File: config.mk
export PLATFORM = sky130hd
export DESIGN_NAME = tunnelling_session_controller
export DESIGN_NICKNAME = d
export VERILOG_FILES = /design/src/tsc_pkg.sv /design/src/tsc_front.sv /design/src/tsc_engine.sv /design/src/tunnelling_session_controller.sv
export SDC_FILE = /design/constraint.sdc
export NUM_CORES = 1
export LEC_CHECK = 0
export BUFFER_PORTS_ARGS = -buffer_cell sky130_fd_sc_hd__buf_2
export CORE_MARGIN = 5
export CORE_UTILIZATION = 59
export DETAILED_ROUTE_END_ITERATION = 16
export PLACE_DENSITY = 0.83
export SYNTH_ARGS = -nofsm -noshare
export SYNTH_HDL_FRONTEND = slang
export SYNTH_HIERARCHICAL = 1
export SYNTH_SLANG_ARGS = --single-unit
File: constraint.sdc
create_clock -name clock -period 5.65 [get_ports clock]
set_input_delay 0.565 -clock clock [delete_from_list [all_inputs] [get_ports clock]]
set_output_delay 0.565 -clock clock [all_outputs]
set_load 0.1 [all_outputs]
File: src/tsc_pkg.sv
// Package: types, codes and constants of the tunnelling session controller.
`default_nettype none
package tsc_pkg;

   typedef enum logic [3:0] {
      ACT_CONNECT      = 4'd0,
      ACT_CONNRESP     = 4'd1,
      ACT_CONNTIMEOUT  = 4'd2,
      ACT_REQUEST      = 4'd3,
      ACT_ACK          = 4'd4,
      ACT_REQTIMEOUT   = 4'd5,
      ACT_HBRESP       = 4'd6,
      ACT_HBTIMEOUT    = 4'd7,
      ACT_DISC         = 4'd8,
      ACT_DISCTIMEOUT  = 4'd9,
      ACT_DISCRESP     = 4'd10,
      ACT_RX_TUNNEL    = 4'd11,
      ACT_RX_HB        = 4'd12,
      ACT_RX_DISC      = 4'd13,
      ACT_IDLECHECK    = 4'd14,
      ACT_UNKNOWN      = 4'd15
   } action_type;

   typedef enum logic [3:0] {
      ST_OK          = 4'd0,
      ST_BADCONFIG   = 4'd1,
      ST_QUEUEFULL   = 4'd2,
      ST_SHUTDOWN    = 4'd3,
      ST_SEQERR      = 4'd4,
      ST_CONNFAIL    = 4'd5,
      ST_TIMEOUT     = 4'd6,
      ST_HBFAIL      = 4'd7,
      ST_IDLE        = 4'd8,
      ST_MALFORMED   = 4'd9,
      ST_UNSUPPORTED = 4'd10
   } status_type;

   typedef enum logic [2:0] {
      MODE_IDLE       = 3'd0,
      MODE_CONNECTING = 3'd1,
      MODE_CONNECTED  = 3'd2,
      MODE_WAITING    = 3'd3,
      MODE_CLOSING    = 3'd4,
      MODE_CLOSED     = 3'd5
   } mode_type;

   localparam int unsigned CSR_RETRY_LIMIT = 0;
   localparam int unsigned CSR_ACK_WAIT    = 1;
   localparam int unsigned CSR_HB_LIMIT    = 2;
   localparam int unsigned CSR_IDLE_LIMIT  = 3;
   localparam int unsigned CSR_IDX_W       = 2;
   localparam int unsigned CSR_DATA_W      = 32;

   localparam logic [7:0]  RETRY_LIMIT_RST = 8'd3;
   localparam logic [15:0] ACK_WAIT_RST    = 16'd1000;
   localparam logic [7:0]  HB_LIMIT_RST    = 8'd3;
   localparam logic [31:0] IDLE_LIMIT_RST  = 32'd120000;
   localparam logic [7:0]  HB_MAX          = 8'hFF;

   localparam int unsigned FIFO_DEPTH_DEF  = 2;

   typedef struct packed {
      action_type  action;
      logic        bad_action;
      logic [7:0]  channel;
      logic        chan_zero;
      logic [7:0]  seq_in;
      logic        auto_seq;
      logic        fst_err;
      logic        payload_empty;
      logic [15:0] peer_address;
      logic [31:0] time_ms;
   } event_type;

   typedef struct packed {
      status_type  status;
      mode_type    mode;
      logic [7:0]  seq_out;
      logic [7:0]  channel;
      logic [31:0] deadline;
      logic [15:0] address;
   } result_type;

endpackage
`default_nettype wire

File: src/tsc_front.sv
// Front end: accepts and classifies input words, queues them for the engine.
`default_nettype none
module tsc_front
   import tsc_pkg::*;
#(
   parameter int unsigned DEPTH = FIFO_DEPTH_DEF
) (
   input  wire logic        clock,
   input  wire logic        reset,
   input  wire logic        push,
   output logic             full,
   input  wire logic [3:0]  req_action,
   input  wire logic [7:0]  req_channel,
   input  wire logic [7:0]  req_seq_in,
   input  wire logic        req_auto_seq,
   input  wire logic [7:0]  req_frame_status,
   input  wire logic        req_payload_empty,
   input  wire logic [15:0] req_peer_address,
   input  wire logic [31:0] req_time_ms,
   output logic             evt_valid,
   input  wire logic        evt_take,
   output event_type        evt
);
   localparam int unsigned AW = (DEPTH > 1) ? $clog2(DEPTH) : 1;
   localparam int unsigned CW = $clog2(DEPTH + 1);

   event_type         mem_ff [DEPTH];
   logic [AW-1:0]     wr_ptr_ff, wr_ptr_in, rd_ptr_ff, rd_ptr_in;
   logic [CW-1:0]     count_ff, count_in;
   event_type         cls;
   logic              do_push, do_pop;

   always_comb begin
      cls.action        = action_type'(req_action);
      cls.bad_action    = (req_action == ACT_UNKNOWN);
      cls.channel       = req_channel;
      cls.chan_zero     = (req_channel == 8'd0);
      cls.seq_in        = req_seq_in;
      cls.auto_seq      = req_auto_seq;
      cls.fst_err       = (req_frame_status != 8'd0);
      cls.payload_empty = req_payload_empty;
      cls.peer_address  = req_peer_address;
      cls.time_ms       = req_time_ms;
   end

   assign full      = (count_ff == CW'(DEPTH));
   assign evt_valid = (count_ff != '0);
   assign do_push   = push && !full;
   assign do_pop    = evt_take && evt_valid;
   assign evt       = mem_ff[rd_ptr_ff];

   always_comb begin
      wr_ptr_in = wr_ptr_ff;
      rd_ptr_in = rd_ptr_ff;
      if (do_push) begin
         wr_ptr_in = (wr_ptr_ff == AW'(DEPTH - 1)) ? '0 : wr_ptr_ff + 1'b1;
      end
      if (do_pop) begin
         rd_ptr_in = (rd_ptr_ff == AW'(DEPTH - 1)) ? '0 : rd_ptr_ff + 1'b1;
      end
      count_in = count_ff + CW'(do_push) - CW'(do_pop);
   end

   always_ff @(posedge clock) begin
      if (do_push) begin
         mem_ff[wr_ptr_ff] <= cls;
      end
   end

   always_ff @(posedge clock) begin
      if (reset) begin
         wr_ptr_ff <= '0;
         rd_ptr_ff <= '0;
         count_ff  <= '0;
      end else begin
         wr_ptr_ff <= wr_ptr_in;
         rd_ptr_ff <= rd_ptr_in;
         count_ff  <= count_in;
      end
   end

`ifndef ASSERT_OFF
   a_no_overflow: assert property (@(posedge clock) disable iff (reset)
      full |=> !(count_ff > CW'(DEPTH)))
      else $error("front queue overflow");
   a_count_step: assert property (@(posedge clock) disable iff (reset)
      (do_push && !do_pop) |=> count_ff == $past(count_ff) + 1'b1)
      else $error("front queue count did not advance");
   a_pop_nonempty: assert property (@(posedge clock) disable iff (reset)
      (!evt_valid) |-> !do_pop)
      else $error("pop from empty front queue");
`endif
endmodule
`default_nettype wire

File: src/tsc_engine.sv
// Back end: session state machine and result register.
`default_nettype none
module tsc_engine
   import tsc_pkg::*;
(
   input  wire logic        clock,
   input  wire logic        reset,
   input  wire logic        csr_we,
   input  wire logic [CSR_IDX_W-1:0]  csr_index,
   input  wire logic [CSR_DATA_W-1:0] csr_wdata,
   input  wire logic        evt_valid,
   output logic             evt_take,
   input  wire event_type   evt,
   output logic             res_valid,
   input  wire logic        res_take,
   output result_type       res
);
   logic [7:0]  retry_limit_ff, heartbeat_limit_ff;
   logic [15:0] ack_wait_ff;
   logic [31:0] idle_limit_ff;

   mode_type    mode_ff, mode_in;
   logic        awaiting_ff, awaiting_in;
   logic [7:0]  chan_ff, chan_in, expect_ff, expect_in, next_seq_ff, next_seq_in;
   logic [8:0]  req_tries_ff, req_tries_in, con_tries_ff, con_tries_in;
   logic [8:0]  dis_tries_ff, dis_tries_in;
   logic [7:0]  hb_fail_ff, hb_fail_in;
   logic [31:0] deadline_ff, deadline_in, last_active_ff, last_active_in;
   logic        rx_valid_ff, rx_valid_in;
   logic [7:0]  rx_last_ff, rx_last_in, rx_next_ff, rx_next_in;
   logic [15:0] addr_ff, addr_in;

   logic        res_valid_ff;
   result_type  res_ff;
   status_type  st;
   logic [7:0]  seq_used, s_sel, hb_inc;
   logic        frame, hb_close, step;
   logic [31:0] ddl_grow;

   assign res_valid = res_valid_ff;
   assign res       = res_ff;
   assign evt_take  = evt_valid && (!res_valid_ff || res_take);
   assign step      = evt_take;
   assign ddl_grow  = deadline_ff + {16'd0, ack_wait_ff};
   assign s_sel     = evt.auto_seq ? next_seq_ff : evt.seq_in;
   assign hb_inc    = (hb_fail_ff < HB_MAX) ? hb_fail_ff + 8'd1 : hb_fail_ff;
   assign hb_close  = (heartbeat_limit_ff == 8'd0) || (hb_inc >= heartbeat_limit_ff);

   always_comb begin
      mode_in = mode_ff; awaiting_in = awaiting_ff; chan_in = chan_ff;
      expect_in = expect_ff; next_seq_in = next_seq_ff;
      req_tries_in = req_tries_ff; con_tries_in = con_tries_ff;
      dis_tries_in = dis_tries_ff; hb_fail_in = hb_fail_ff;
      deadline_in = deadline_ff; last_active_in = last_active_ff;
      rx_valid_in = rx_valid_ff; rx_last_in = rx_last_ff; rx_next_in = rx_next_ff;
      addr_in = addr_ff;
      st = ST_OK; seq_used = 8'd0; frame = 1'b0;
      unique case (evt.action)
         ACT_CONNECT: begin
            if (mode_ff != MODE_IDLE) st = ST_BADCONFIG;
            else begin
               mode_in = MODE_CONNECTING; con_tries_in = '0; deadline_in = evt.time_ms;
            end
         end
         ACT_CONNRESP: begin
            frame = 1'b1;
            if (mode_ff != MODE_IDLE && mode_ff != MODE_CONNECTING) st = ST_BADCONFIG;
            else if (evt.fst_err || evt.chan_zero) begin
               if (mode_ff == MODE_CONNECTING) begin
                  mode_in = MODE_IDLE; con_tries_in = '0;
               end
               st = evt.fst_err ? ST_CONNFAIL : ST_SEQERR;
            end else begin
               chan_in = evt.channel; addr_in = evt.peer_address;
               mode_in = MODE_CONNECTED; awaiting_in = 1'b0;
               req_tries_in = '0; con_tries_in = '0; dis_tries_in = '0;
               hb_fail_in = '0; last_active_in = '0; rx_valid_in = 1'b0;
            end
         end
         ACT_CONNTIMEOUT: begin
            if (mode_ff != MODE_CONNECTING) st = ST_BADCONFIG;
            else begin
               con_tries_in = con_tries_ff + 9'd1;
               if (con_tries_in > {1'b0, retry_limit_ff}) begin
                  mode_in = MODE_CLOSED; st = ST_TIMEOUT;
               end else deadline_in = ddl_grow;
            end
         end
         ACT_REQUEST: begin
            if (awaiting_ff) st = ST_QUEUEFULL;
            else if (mode_ff == MODE_CLOSING || mode_ff == MODE_CLOSED) st = ST_SHUTDOWN;
            else if (evt.chan_zero) st = ST_SEQERR;
            else begin
               awaiting_in = 1'b1; mode_in = MODE_WAITING; chan_in = evt.channel;
               expect_in = s_sel; next_seq_in = s_sel + 8'd1;
               deadline_in = evt.time_ms; seq_used = s_sel;
            end
         end
         ACT_ACK: begin
            frame = 1'b1;
            if (evt.fst_err) st = ST_CONNFAIL;
            else if (!awaiting_ff || chan_ff != evt.channel || expect_ff != evt.seq_in)
               st = ST_SEQERR;
            else begin
               awaiting_in = 1'b0; mode_in = MODE_CONNECTED; req_tries_in = '0;
            end
         end
         ACT_REQTIMEOUT: begin
            if (!awaiting_ff) st = ST_BADCONFIG;
            else begin
               req_tries_in = req_tries_ff + 9'd1;
               if (req_tries_in > {1'b0, retry_limit_ff}) begin
                  awaiting_in = 1'b0; mode_in = MODE_CLOSED; st = ST_TIMEOUT;
               end else begin
                  deadline_in = ddl_grow; mode_in = MODE_WAITING;
               end
            end
         end
         ACT_HBRESP: begin
            frame = 1'b1;
            if (mode_ff != MODE_CONNECTED) st = ST_BADCONFIG;
            else if (evt.channel != chan_ff) st = ST_SEQERR;
            else if (evt.fst_err) begin
               hb_fail_in = hb_inc;
               if (hb_close) begin
                  mode_in = MODE_CLOSED; st = ST_HBFAIL;
               end else st = ST_CONNFAIL;
            end else hb_fail_in = '0;
         end
         ACT_HBTIMEOUT: begin
            if (mode_ff != MODE_CONNECTED) st = ST_BADCONFIG;
            else begin
               hb_fail_in = hb_inc;
               if (hb_close) begin
                  mode_in = MODE_CLOSED; st = ST_HBFAIL;
               end else st = ST_CONNFAIL;
            end
         end
         ACT_DISC: begin
            if (mode_ff == MODE_CLOSED) st = ST_SHUTDOWN;
            else if (mode_ff != MODE_CONNECTED) st = ST_BADCONFIG;
            else begin
               mode_in = MODE_CLOSING; dis_tries_in = '0;
            end
         end
         ACT_DISCTIMEOUT: begin
            if (mode_ff != MODE_CLOSING) st = ST_BADCONFIG;
            else begin
               dis_tries_in = dis_tries_ff + 9'd1;
               if (dis_tries_in > {1'b0, retry_limit_ff}) begin
                  mode_in = MODE_CLOSED; st = ST_TIMEOUT;
               end
            end
         end
         ACT_DISCRESP: begin
            frame = 1'b1;
            if (mode_ff == MODE_CLOSED) st = ST_SHUTDOWN;
            else if (mode_ff != MODE_CLOSING) st = ST_BADCONFIG;
            else if (evt.channel != chan_ff) st = ST_SEQERR;
            else if (evt.fst_err) st = ST_CONNFAIL;
            else mode_in = MODE_CLOSED;
         end
         ACT_RX_TUNNEL: begin
            frame = 1'b1;
            if (mode_ff != MODE_CONNECTED) st = ST_BADCONFIG;
            else if (evt.channel != chan_ff) st = ST_SEQERR;
            else if (evt.payload_empty) st = ST_MALFORMED;
            else if (rx_valid_ff && (evt.seq_in == rx_last_ff || evt.seq_in != rx_next_ff))
               st = ST_SEQERR;
            else begin
               rx_valid_in = 1'b1; rx_last_in = evt.seq_in; rx_next_in = evt.seq_in + 8'd1;
            end
         end
         ACT_RX_HB: begin
            frame = 1'b1;
            if (mode_ff != MODE_CONNECTED) st = ST_BADCONFIG;
            else if (evt.channel != chan_ff) st = ST_SEQERR;
         end
         ACT_RX_DISC: begin
            frame = 1'b1;
            if (mode_ff != MODE_CONNECTED && mode_ff != MODE_CLOSING) st = ST_BADCONFIG;
            else if (evt.channel != chan_ff) st = ST_SEQERR;
            else mode_in = MODE_CLOSING;
         end
         ACT_IDLECHECK: begin
            if (mode_ff == MODE_CONNECTED &&
                (evt.time_ms - last_active_ff) >= idle_limit_ff) begin
               mode_in = MODE_CLOSED; awaiting_in = 1'b0; st = ST_IDLE;
            end
         end
         ACT_UNKNOWN: st = ST_UNSUPPORTED;
         default: st = ST_UNSUPPORTED;
      endcase
      if (frame && st == ST_OK) last_active_in = evt.time_ms;
   end

   always_ff @(posedge clock) begin
      if (reset) begin
         retry_limit_ff <= RETRY_LIMIT_RST; ack_wait_ff <= ACK_WAIT_RST;
         heartbeat_limit_ff <= HB_LIMIT_RST; idle_limit_ff <= IDLE_LIMIT_RST;
      end else if (csr_we) begin
         unique case (csr_index)
            CSR_IDX_W'(CSR_RETRY_LIMIT): retry_limit_ff     <= csr_wdata[7:0];
            CSR_IDX_W'(CSR_ACK_WAIT):    ack_wait_ff        <= csr_wdata[15:0];
            CSR_IDX_W'(CSR_HB_LIMIT):    heartbeat_limit_ff <= csr_wdata[7:0];
            CSR_IDX_W'(CSR_IDLE_LIMIT):  idle_limit_ff      <= csr_wdata;
            default: ;
         endcase
      end
   end

   always_ff @(posedge clock) begin
      if (reset) begin
         mode_ff <= MODE_IDLE; awaiting_ff <= 1'b0; chan_ff <= '0; expect_ff <= '0;
         next_seq_ff <= '0; req_tries_ff <= '0; con_tries_ff <= '0; dis_tries_ff <= '0;
         hb_fail_ff <= '0; deadline_ff <= '0; last_active_ff <= '0; rx_valid_ff <= 1'b0;
         rx_last_ff <= '0; rx_next_ff <= '0; addr_ff <= '0; res_valid_ff <= 1'b0;
      end else begin
         if (step) begin
            mode_ff <= mode_in; awaiting_ff <= awaiting_in; chan_ff <= chan_in;
            expect_ff <= expect_in; next_seq_ff <= next_seq_in;
            req_tries_ff <= req_tries_in; con_tries_ff <= con_tries_in;
            dis_tries_ff <= dis_tries_in; hb_fail_ff <= hb_fail_in;
            deadline_ff <= deadline_in; last_active_ff <= last_active_in;
            rx_valid_ff <= rx_valid_in; rx_last_ff <= rx_last_in;
            rx_next_ff <= rx_next_in; addr_ff <= addr_in;
         end
         if (step) res_valid_ff <= 1'b1;
         else if (res_take) res_valid_ff <= 1'b0;
      end
   end

   always_ff @(posedge clock) begin
      if (step) begin
         res_ff.status   <= st;
         res_ff.mode     <= mode_in;
         res_ff.seq_out  <= seq_used;
         res_ff.channel  <= chan_in;
         res_ff.deadline <= deadline_in;
         res_ff.address  <= addr_in;
      end
   end

`ifndef ASSERT_OFF
   a_closed_sticks: assert property (@(posedge clock) disable iff (reset)
      (mode_ff == MODE_CLOSED) |=> mode_ff == MODE_CLOSED)
      else $error("left closed mode");
   a_hold_result: assert property (@(posedge clock) disable iff (reset)
      (res_valid_ff && !res_take) |=> res_valid_ff && $stable(res_ff))
      else $error("result dropped while stalled");
   a_wait_awaiting: assert property (@(posedge clock) disable iff (reset)
      (mode_ff == MODE_WAITING) |-> awaiting_ff)
      else $error("waiting mode without pending request");
`endif
endmodule
`default_nettype wire

File: src/tunnelling_session_controller.sv
// Top level of the tunnelling session controller.
// A pushed word goes through the input queue and then the result register to the ports.
// Throughput: one event per cycle unless a result waits unpopped, which stalls the engine.
// Input queue holds DEPTH words; the result register frees as it is popped.
// Reset: synchronous, active high; clears session state, queues and loads register defaults.
`default_nettype none
module tunnelling_session_controller
   import tsc_pkg::*;
#(
   parameter int unsigned DEPTH = FIFO_DEPTH_DEF
) (
   input  wire logic        clock,
   input  wire logic        reset,
   input  wire logic        push,
   output logic             full,
   input  wire logic [3:0]  req_action,
   input  wire logic [7:0]  req_channel,
   input  wire logic [7:0]  req_seq_in,
   input  wire logic        req_auto_seq,
   input  wire logic [7:0]  req_frame_status,
   input  wire logic        req_payload_empty,
   input  wire logic [15:0] req_peer_address,
   input  wire logic [31:0] req_time_ms,
   output logic             empty,
   input  wire logic        pop,
   output logic [3:0]       rsp_status,
   output logic [2:0]       rsp_session_mode,
   output logic [7:0]       rsp_seq_out,
   output logic [7:0]       rsp_channel_out,
   output logic [31:0]      rsp_deadline_out,
   output logic [15:0]      rsp_address_out,
   input  wire logic        csr_we,
   input  wire logic [CSR_IDX_W-1:0]  csr_index,
   input  wire logic [CSR_DATA_W-1:0] csr_wdata
);
   logic       evt_valid, evt_take, res_valid;
   event_type  evt;
   result_type res;

   tsc_front #(.DEPTH(DEPTH)) u_front (
      .clock, .reset, .push, .full,
      .req_action, .req_channel, .req_seq_in, .req_auto_seq,
      .req_frame_status, .req_payload_empty, .req_peer_address, .req_time_ms,
      .evt_valid, .evt_take, .evt
   );

   tsc_engine u_engine (
      .clock, .reset, .csr_we, .csr_index, .csr_wdata,
      .evt_valid, .evt_take, .evt,
      .res_valid, .res_take(pop), .res
   );

   assign empty            = !res_valid;
   assign rsp_status       = res.status;
   assign rsp_session_mode = res.mode;
   assign rsp_seq_out      = res.seq_out;
   assign rsp_channel_out  = res.channel;
   assign rsp_deadline_out = res.deadline;
   assign rsp_address_out  = res.address;
endmodule
`default_nettype wire
; Yosys cells after proc, flatten, opt, wreduce, memory -nomap -nowiden
; Memory sizes are Yosys's and may differ from the RTL's. A register that Yosys moved wholly into a read port is not among the register bits.
; Cells that the tools add are included.
; W data, S select, Z words.
[totals]
register_bits = 300
latch_bits = 0
ramBits = 146
mem_bits_ro = 0
word_cells = 295
memories = 1
[memory_table]
columns = memory, depth, word_bits, read_ports, rd_ports_with_merged_regs, write_ports, line_no
row1 = u_front.mem_ff, 2, 73, 1, 1, 1, tsc_front.sv:27  ; event_type mem_ff [DEPTH];
[classes]
addsub = 12
mul = 0
n_div = 0
order_cmp = 6
n_eq_ne = 53
shifts = 0
muxes = 137
bitwise = 8
reduce_logical = 49
[op_table]
columns = operator, n
row1 = $mux W32, 12
row2 = $pmux W32 S4, 1
row3 = $mux W9, 13
row4 = $mux W3, 37
row5 = $mux W8, 13
row6 = $mux W4, 22
row7 = $pmux W9 S3, 3
row8 = $pmux W4 S16, 1
row9 = $mux W16, 3
row10 = $pmux W3 S13, 1
row11 = $eq A4 B4 Y1 const B, 9
row12 = $ne A2 B2 Y1 const B, 18
row13 = $add A32 B16 Y32, 1
row14 = $ge A32 B32 Y1, 1
row15 = $ne A8 B8 Y1, 4
row16 = $sub A32 B32 Y32, 1
row17 = $reduce_and A7 Y1, 4
row18 = $add A9 B1 Y9 const B, 3
row19 = $gt A9 B8 Y1, 3
row20 = $mux W1, 26
row21 = $add A8 B1 Y8 const B, 3
row22 = $pmux W8 S3, 1
row23 = $eq A4 B3 Y1 const B, 4
row24 = $logic_not A8 Y1, 2
row25 = other kinds (38), 79

; Longest topological paths before layout
; Gate-level depths: netlist of run 1.
[depth]
ltp_word = 13
mapped_depth = 25
depth_no_buf = 23

; Hierarchy
; Netlist of run 1, hierarchy kept.
[modules_own_cells]
columns = module, n_inst, cells_per_inst, area_per_inst_um2
row1 = tsc_engine, 1, 2148, 17992.3
row2 = tsc_front, 1, 261, 5572.8
row3 = tunnelling_session_controller, 1, 1, 3.8

; Least setup slack after synthesis of run 1
; OpenSTA, ideal clock, no wires.
[synth_timing]
kind = register -> register
startpoint = register with a tool-made name
endpoint = register u_engine.res_ff, in the netlist u_engine/res[64], data pin
setup_ps = 267
t_arrival_ps = 4500
path_slack_ps = 883
stages_incl_launch_ff = 24
period_less_slack_ps = 4767
path_cell_list = dfxtp_1 -> buf_4 -> buf_6 -> mux2_2 -> ha_1 -> buf_2 -> a21o_1 -> a31oi_1 -> o2111ai_1 -> o21ai_2 -> o31ai_1 -> o41a_1 -> a21o_1 -> a21oi_1 -> xnor2_1 -> ha_1 -> a21o_1 -> a21o_1 -> a21oi_1 -> o211ai_1 -> a31oi_1 -> nor2_1 -> nor4b_1 -> nor2_1
[synth_lines]
columns = item, line_no
row1 = end: declaration, tsc_engine.sv:34  ; result_type res_ff;

==> flow_metrics.env, run 1 <==
export IMPL_status="completed"
export IMPL_htreeDepth=2
export IMPL_drive_gt1_share_pct=16.9
export IMPL_slowest_stage="o311ai_0"
export IMPL_timing_hold_ws_ns=0.168
export IMPL_p_per_area_nw_per_um2=575
export IMPL_r2r_cells=20
export IMPL_wl_per_cell_um=21.0
export IMPL_cts_tree="built"
export IMPL_crit_type="flip-flop to flip-flop"
export IMPL_gr_usage_all_layers_pct=28.6
export IMPL_fin_total_pwr_w=0.0152
export IMPL_ant_nets=0
export IMPL_cp_endpoint="u_engine/res[65]$_DFFE_PP_"
export IMPL_portBuffers=189
export IMPL_fin_worst_skew_ns=0.0176
export IMPL_insertion_delay_ns=0.58
export IMPL_path_clk_slew_ns=0.06
export IMPL_grt_max_degree=115
export IMPL_start_util_pct=59.4
export IMPL_switching_share_pct=45.7
export IMPL_r2r_end="u_engine/res[65]$_DFFE_PP_"
export IMPL_p_leak_nw=10.4
export IMPL_synth_nets=2644
export IMPL_rows=73
export IMPL_r2r_slack_ns=0.28
export IMPL_min_period_ns=5.37
export IMPL_clock_path_buffers=3
export IMPL_fmax_mhz=186
export IMPL_clock_power_share_pct=21.0
export IMPL_fin_setup_tns_ns=0
export IMPL_maxCapViolations=0
export IMPL_vdd_drop_max_mv=0.570
export IMPL_path_depth=20
export IMPL_drcViolationCount=0
export IMPL_clkSinkCount=445
export IMPL_crit_chain="mux2_2, inv_1, ha_1, inv_1, fa_1, a21o_1, nand4_1, nand3_1, a21o_1, a21o_1, a21oi_1, o21bai_1, xnor2_1, ha_1, nand4_1, o311ai_0, a31oi_4, o21ai_1, nand3_1, o21a_1"
export IMPL_critPathTopFamily="compound AO/OA/AOI/OAI gates"
export IMPL_post_dp_hpwl_mm=45.6
export IMPL_numCtsBuffers=47
export IMPL_setup_viol=0
export IMPL_tightest_slew_ns=1.19
export IMPL_root_buffer="clkbuf_16"
export IMPL_max_slew_margin_pct=20.4
export IMPL_antenna_found_initial=4
export IMPL_grt_pass1_vias=19100
export IMPL_overflow=0
export IMPL_yosysWarnings=6
export IMPL_dieArea_um2=43900
export IMPL_power_frac_comb_pct=49.7
export IMPL_drtIter0Drc=1730
export IMPL_num_nets_final=2791
export IMPL_final_util_pct=66.8
export IMPL_cp_arrival_ns=5.70
export IMPL_coreArea_um2=39500
export IMPL_synth_avg_cell_area_um2=9.76
export IMPL_finalHoldViolCount=0
export IMPL_syn_to_final_growth_pct=12.4
export IMPL_timing_final_crit_share_pct=95.1
export IMPL_die_w_um=210
export IMPL_max_stage_delay_ns=0.81
export IMPL_wl_mm=65.5
export IMPL_internal_power_w=0.00824
export IMPL_postCtsSetupRepairBufs=0
export IMPL_crit_buf_inv=2
export IMPL_end_kind="flip-flop"
export IMPL_report_final_slew_viol_count=0
export IMPL_grt_pass1_wl_mm=102
export IMPL_start_kind="flip-flop"
export IMPL_hold_path_class="primary input to flip-flop"
export IMPL_power_switching_w=0.00694
export IMPL_cp_max_fo=16
export IMPL_rsz0062_at_grt="yes"
export IMPL_dieHeight_um=210
export IMPL_seqPwrFrac_pct=29.3
export IMPL_worst_ep_required_time_ns=5.98
export IMPL_path_common_cell="a21o_1"
export IMPL_vias=19400
export IMPL_post_drt_via_cell_ratio=6.22
export IMPL_syn_cell_area_um2=23500
export IMPL_syn_inst=2406
export IMPL_drt_pass1_iter_count=7
export IMPL_io_pins=190
export IMPL_gp_congestion=0.988
## worst min path at each step
stage	start	to	slack, ns	depth (start not counted)
finish	req_peer_address[4]	u_front/mem_ff[1][36]$_DFFE_PP_	0.17	1
global route	req_seq_in[7]	u_front/mem_ff[1][58]$_DFFE_PP_	0.15	1
CTS	req_payload_empty	u_front/mem_ff[1][48]$_DFFE_PP_	0.14	1
detailed placement	u_engine/addr_ff[13]$_SDFFE_PP0P_	u_engine/addr_ff[13]$_SDFFE_PP0P_	0.45	2
global placement	u_engine/addr_ff[2]$_SDFFE_PP0P_	u_engine/addr_ff[2]$_SDFFE_PP0P_	0.44	2
floorplan	u_engine/addr_ff[0]$_SDFFE_PP0P_	u_engine/addr_ff[0]$_SDFFE_PP0P_	0.43	2
## per-stage QoR
stage                     setup slack [ns]  area (um2)  std cells
after CTS                            0.112       26400       3117
after global placement               0.326       24800       3029
after global routing               -0.0605       26400       3117
after detailed placement             0.146       24800       3029
final                                0.279       26400       3118
after floorplan                      0.883       23500       2406
## cell usage in the layout (no fill, tap or decap), types with 27 or more instances in the layout
| cell | n |
|---|---|
| xnor2_1 | 54 |
| nand3_1 | 59 |
| nor2_1 | 242 |
| buf_2 | 188 |
| mux2i_1 | 59 |
| a31oi_1 | 29 |
| inv_1 | 117 |
| nor3_1 | 29 |
| dfxtp_1 | 229 |
| ha_1 | 119 |
| mux2_2 | 105 |
| a21o_1 | 40 |
| nand2_1 | 255 |
| a211oi_1 | 31 |
| o21ai_0 | 102 |
| a21oi_1 | 195 |
| clkbuf_16 | 48 |
| xor2_1 | 55 |
| edfxtp_1 | 215 |
| o211ai_1 | 27 |
## routing by layer
layer | vias to the layer above | wire length, um | GRT usage (%)
met2 | 918 | 30900 | 47.1
met5 | - | 17 | 0
met1 | 9301 | 26100 | 36.5
li1 | 8976 | - | -
met3 | 200 | 5660 | 6.20
met4 | 4 | 2880 | 12.2
## layout make-up
| type | instances | area [um2] |
|---|---|---|
| inverters | 121 | 458 |
| fillers | 2969 | 13100 |
| flip-flops and latches | 445 | 11100 |
| clock inverters | 14 | 191 |
| diodes | 1 | 2.50 |
| repair buffers | 215 | 1160 |
| clock buffers | 74 | 1420 |
| multi-input cells | 1723 | 11500 |
| well taps | 525 | 657 |
## power groups by stage
stage,Clock (W),Combinational [W],Sequential (W)
finish,0.00318,0.00754,0.00445
detailed placement,0,0.00733,0.00450
global placement,0,0.00719,0.00448
floorplan,0,0.00402,0.00619
global route,0.00338,0.00805,0.00450
CTS,0.00324,0.00740,0.00444
## registers in the layout, indices dropped and copies added, names as in the netlist, 8 cells and up, named ones only
register                     cells
u_engine/idle_limit_ff          32
u_engine/retry_limit_ff          8
u_engine/rx_last_ff              8
u_engine/dis_tries_ff            9
u_front/mem_ff                 144
u_engine/req_tries_ff            9
u_engine/deadline_ff            32
u_engine/res                    71
u_engine/expect_ff               8
u_engine/chan_ff                 8
u_engine/heartbeat_limit_ff      8
u_engine/ack_wait_ff            16
u_engine/last_active_ff         32
u_engine/next_seq_ff             8
u_engine/con_tries_ff            9
u_engine/hb_fail_ff              8
u_engine/addr_ff                16
u_engine/rx_next_ff              8
## what timing repair did
item,CTS,global route
setup endpoints to repair,0,5
gates resized for setup,0,6
hold buffers,0,0
Power figures use the tool's default switching activity.
==> run 2, diff against run 1 <==
--- a/config.mk
+++ b/config.mk
@@ -8,8 +8,10 @@
 export BUFFER_PORTS_ARGS = -buffer_cell sky130_fd_sc_hd__buf_2
 export CORE_MARGIN = 5
 export CORE_UTILIZATION = 59
+export CTS_BUF_LIST = sky130_fd_sc_hd__clkbuf_4
+export CTS_CLUSTER_SIZE = 14
 export DETAILED_ROUTE_END_ITERATION = 16
-export PLACE_DENSITY = 0.83
+export PLACE_DENSITY = 0.84
 export SYNTH_ARGS = -nofsm -noshare
 export SYNTH_HDL_FRONTEND = slang
 export SYNTH_HIERARCHICAL = 1
==> run 2 against run 1 <==
Against the previous run:
- sequential cell count did not move
- critical endpoint is now u_engine/res[64]$_DFFE_PP_
- via count rose by 4.4%
- power fell by 1.9%
- global-route usage rose by 0.84 points
- first-iteration DRC count rose by 17%
- sequential power barely moved
- die area did not move
- critical path depth rose by 1
- combinational power rose by 0.8%
- routed wire length rose by 2.4%
- highest routed layer is now met4
==> flow_metrics.env, run 2 (same netlist as run 1, synthesis figures left out) <==
export IMPL_syn_to_final_growth_pct=16.4
export IMPL_fillCellCount=2924
export IMPL_fmax_mhz=184
export IMPL_max_slew_margin_pct=16.5
export IMPL_grt_pass1_vias=20400
export IMPL_instances_no_fill=3350
export IMPL_register_area_um2=11100
export IMPL_end_kind="flip-flop"
export IMPL_dr_wl_met2_mm=32.4
export IMPL_post_dp_hpwl_mm=44.6
export IMPL_overflow=0
export IMPL_fin_setup_tns_ns=0
export IMPL_crit_chain="buf_4, mux2_2, ha_1, a21o_1, a31oi_1, o2111ai_1, o21ai_2, o31ai_1, o41a_1, a21o_1, a21oi_1, xnor2_1, ha_1, a21o_1, a21o_1, a21oi_1, o211ai_1, a31oi_4, nor2_1, nor4b_2, nor2_1"
export IMPL_timing_hold_ws_ns=0.210
export IMPL_timing_final_crit_share_pct=96.2
export IMPL_vdd_drop_max_mv=0.885
export IMPL_drtIter0Drc=2031
export IMPL_p_per_area_nw_per_um2=544
export IMPL_largest_reg_flops=144
export IMPL_drt_pass1_iter_count=6
export IMPL_min_period_ns=5.43
export IMPL_dieHeight_um=210
export IMPL_final_area_um2=27300
export IMPL_portBuffers=189
export IMPL_gp_congestion=0.962
export IMPL_hold_path_class="primary input to flip-flop"
export IMPL_clock_path_buffers=3
export IMPL_dieArea_um2=43900
export IMPL_setup_viol=0
export IMPL_r2r_slack_ns=0.22
export IMPL_start_util_pct=59.4
export IMPL_cp_arrival_ns=6.04
export IMPL_holdPathEnd="u_front/wr_ptr_ff$_SDFFE_PP0P_"
export IMPL_wl_mm=67.1
export IMPL_p_leak_nw=11.0
export IMPL_min_from="push"
export IMPL_multi_input_area_um2=11400
export IMPL_finalHoldViolCount=0
export IMPL_numCtsBuffers=113
export IMPL_antenna_found_initial=4
export IMPL_drcViolationCount=0
export IMPL_num_nets_final=2964
export IMPL_r2r_end="u_engine/res[64]$_DFFE_PP_"
export IMPL_root_buffer="clkbuf_4"
export IMPL_regMostFlops="u_front/mem_ff"
export IMPL_critPathTopFamily="compound AO/OA/AOI/OAI gates"
export IMPL_status="completed"
export IMPL_start_kind="flip-flop"
export IMPL_maxCapViolations=0
export IMPL_die_w_um=210
export IMPL_cp_max_fo=15
export IMPL_worst_ep_required_time_ns=6.26
export IMPL_mostFrequentLayoutCells="nand2_1, nor2_1, dfxtp_1, edfxtp_1, a21oi_1"
export IMPL_clkSinkCount=445
export IMPL_cts_tree="built"
export IMPL_gr_usage_all_layers_pct=29.4
export IMPL_dr_max_layer_used="met4"
export IMPL_r2r_cells=21
export IMPL_report_final_slew_viol_count=0
export IMPL_htreeDepth=3
export IMPL_met3_length_mm=5.97
export IMPL_fin_worst_skew_ns=0.0692
export IMPL_tightest_slew_ns=1.25
export IMPL_drive_gt1_share_pct=19.5
export IMPL_vias=20300
export IMPL_crit_type="flip-flop to flip-flop"
export IMPL_path_common_cell="a21o_1"
export IMPL_routedLengthMet1_mm=26.3
export IMPL_placement_cell_area_um2=24800
export IMPL_coreArea_um2=39500
export IMPL_path_clk_slew_ns=0.08
export IMPL_postCtsSetupRepairBufs=0
export IMPL_grt_pass1_wl_mm=105
export IMPL_hold_depth=4
export IMPL_post_drt_via_cell_ratio=6.05
export IMPL_dp_cells=3030
export IMPL_rows=73
export IMPL_wl_per_cell_um=20.0
export IMPL_io_pins=190
export IMPL_slowest_stage="o41a_1"
export IMPL_grt_max_degree=105
export IMPL_crit_buf_inv=1
export IMPL_final_common_cell="nand2_1"
export IMPL_insertion_delay_ns=0.87
export IMPL_max_stage_delay_ns=0.45
export IMPL_ant_nets=0
run 2: cell count changes in the layout (fill, tap and decap cells not counted), moves of 3 or more:
| cell | change |
|---|---|
| clkinv_2 | +6 |
| clkbuf_1 | -14 |
| clkbuf_16 | -48 |
| clkbuf_8 | -12 |
| clkinv_1 | +24 |
| bufinv_16 | -3 |
| clkbuf_4 | +169 |
| dlygate4sd3_1 | +106 |
run 2: worst min-delay path: cells and delay by family:
kind	cells	cell delay, ns
compound gates	2	0.26
buf+inv	2	0.18
run 2: cell type report:
class	count	area share, %
multi-input combinational	1723	41.8
sequential	445	40.5
clock inverter	43	0.860
tap	525	2.40
timing repair buffer	322	8.10
inverter	121	1.67
antenna	2	0.0183
clock buffer	169	4.64
run 2: timing repair:
item                                    4_1_cts  5_1_grt
endpoints found under the setup margin        0        4
endpoints found under the hold margin       205        0
gates resized for setup                       0        3
hold buffers                                106        0
run 2: where the power goes:
part | switching, W | internal, W | leakage [nW] | total (W)
logic | 0.00537 | 0.00222 | 6.19 | 0.00760
clock network | 0.00139 | 0.00143 | 0.894 | 0.00283
registers | 0.000331 | 0.00413 | 3.90 | 0.00446
total | 0.00710 | 0.00779 | 11.0 | 0.0149
run 2: per-layer routing:
metal  vias up  global-route usage [%]
met2      1015                    49.3
li1       9409                       -
met4         0                    13.4
met1      9644                    36.9
met3       190                    5.78
met5         -                       0
run 2: metrics by stage:
step / utilization (%) / setup WS, ns / total power (W)
5_1_grt: 69.1 / -0.00290 / 0.0156
3_3_place_gp: 62.6 / 0.174 / 0.0117
2_1_floorplan: - / 0.883 / 0.0102
4_1_cts: 69.1 / 0.0381 / 0.0147
6_report: 69.1 / 0.215 / 0.0149
3_5_place_dp: 62.6 / 0.0560 / 0.0118
run 2: worst max path at each step:
stage | cells past startpoint | to | slack, ns
after CTS | 21 | u_engine/res[64]$_DFFE_PP_ | 0.04
final | 21 | u_engine/res[64]$_DFFE_PP_ | 0.22
after detailed placement | 21 | u_engine/res[64]$_DFFE_PP_ | 0.06
after floorplan | 23 | u_engine/res[64]$_DFFE_PP_ | 0.88
after global placement | 21 | u_engine/res[64]$_DFFE_PP_ | 0.17
after global routing | 21 | u_engine/res[64]$_DFFE_PP_ | -0.003
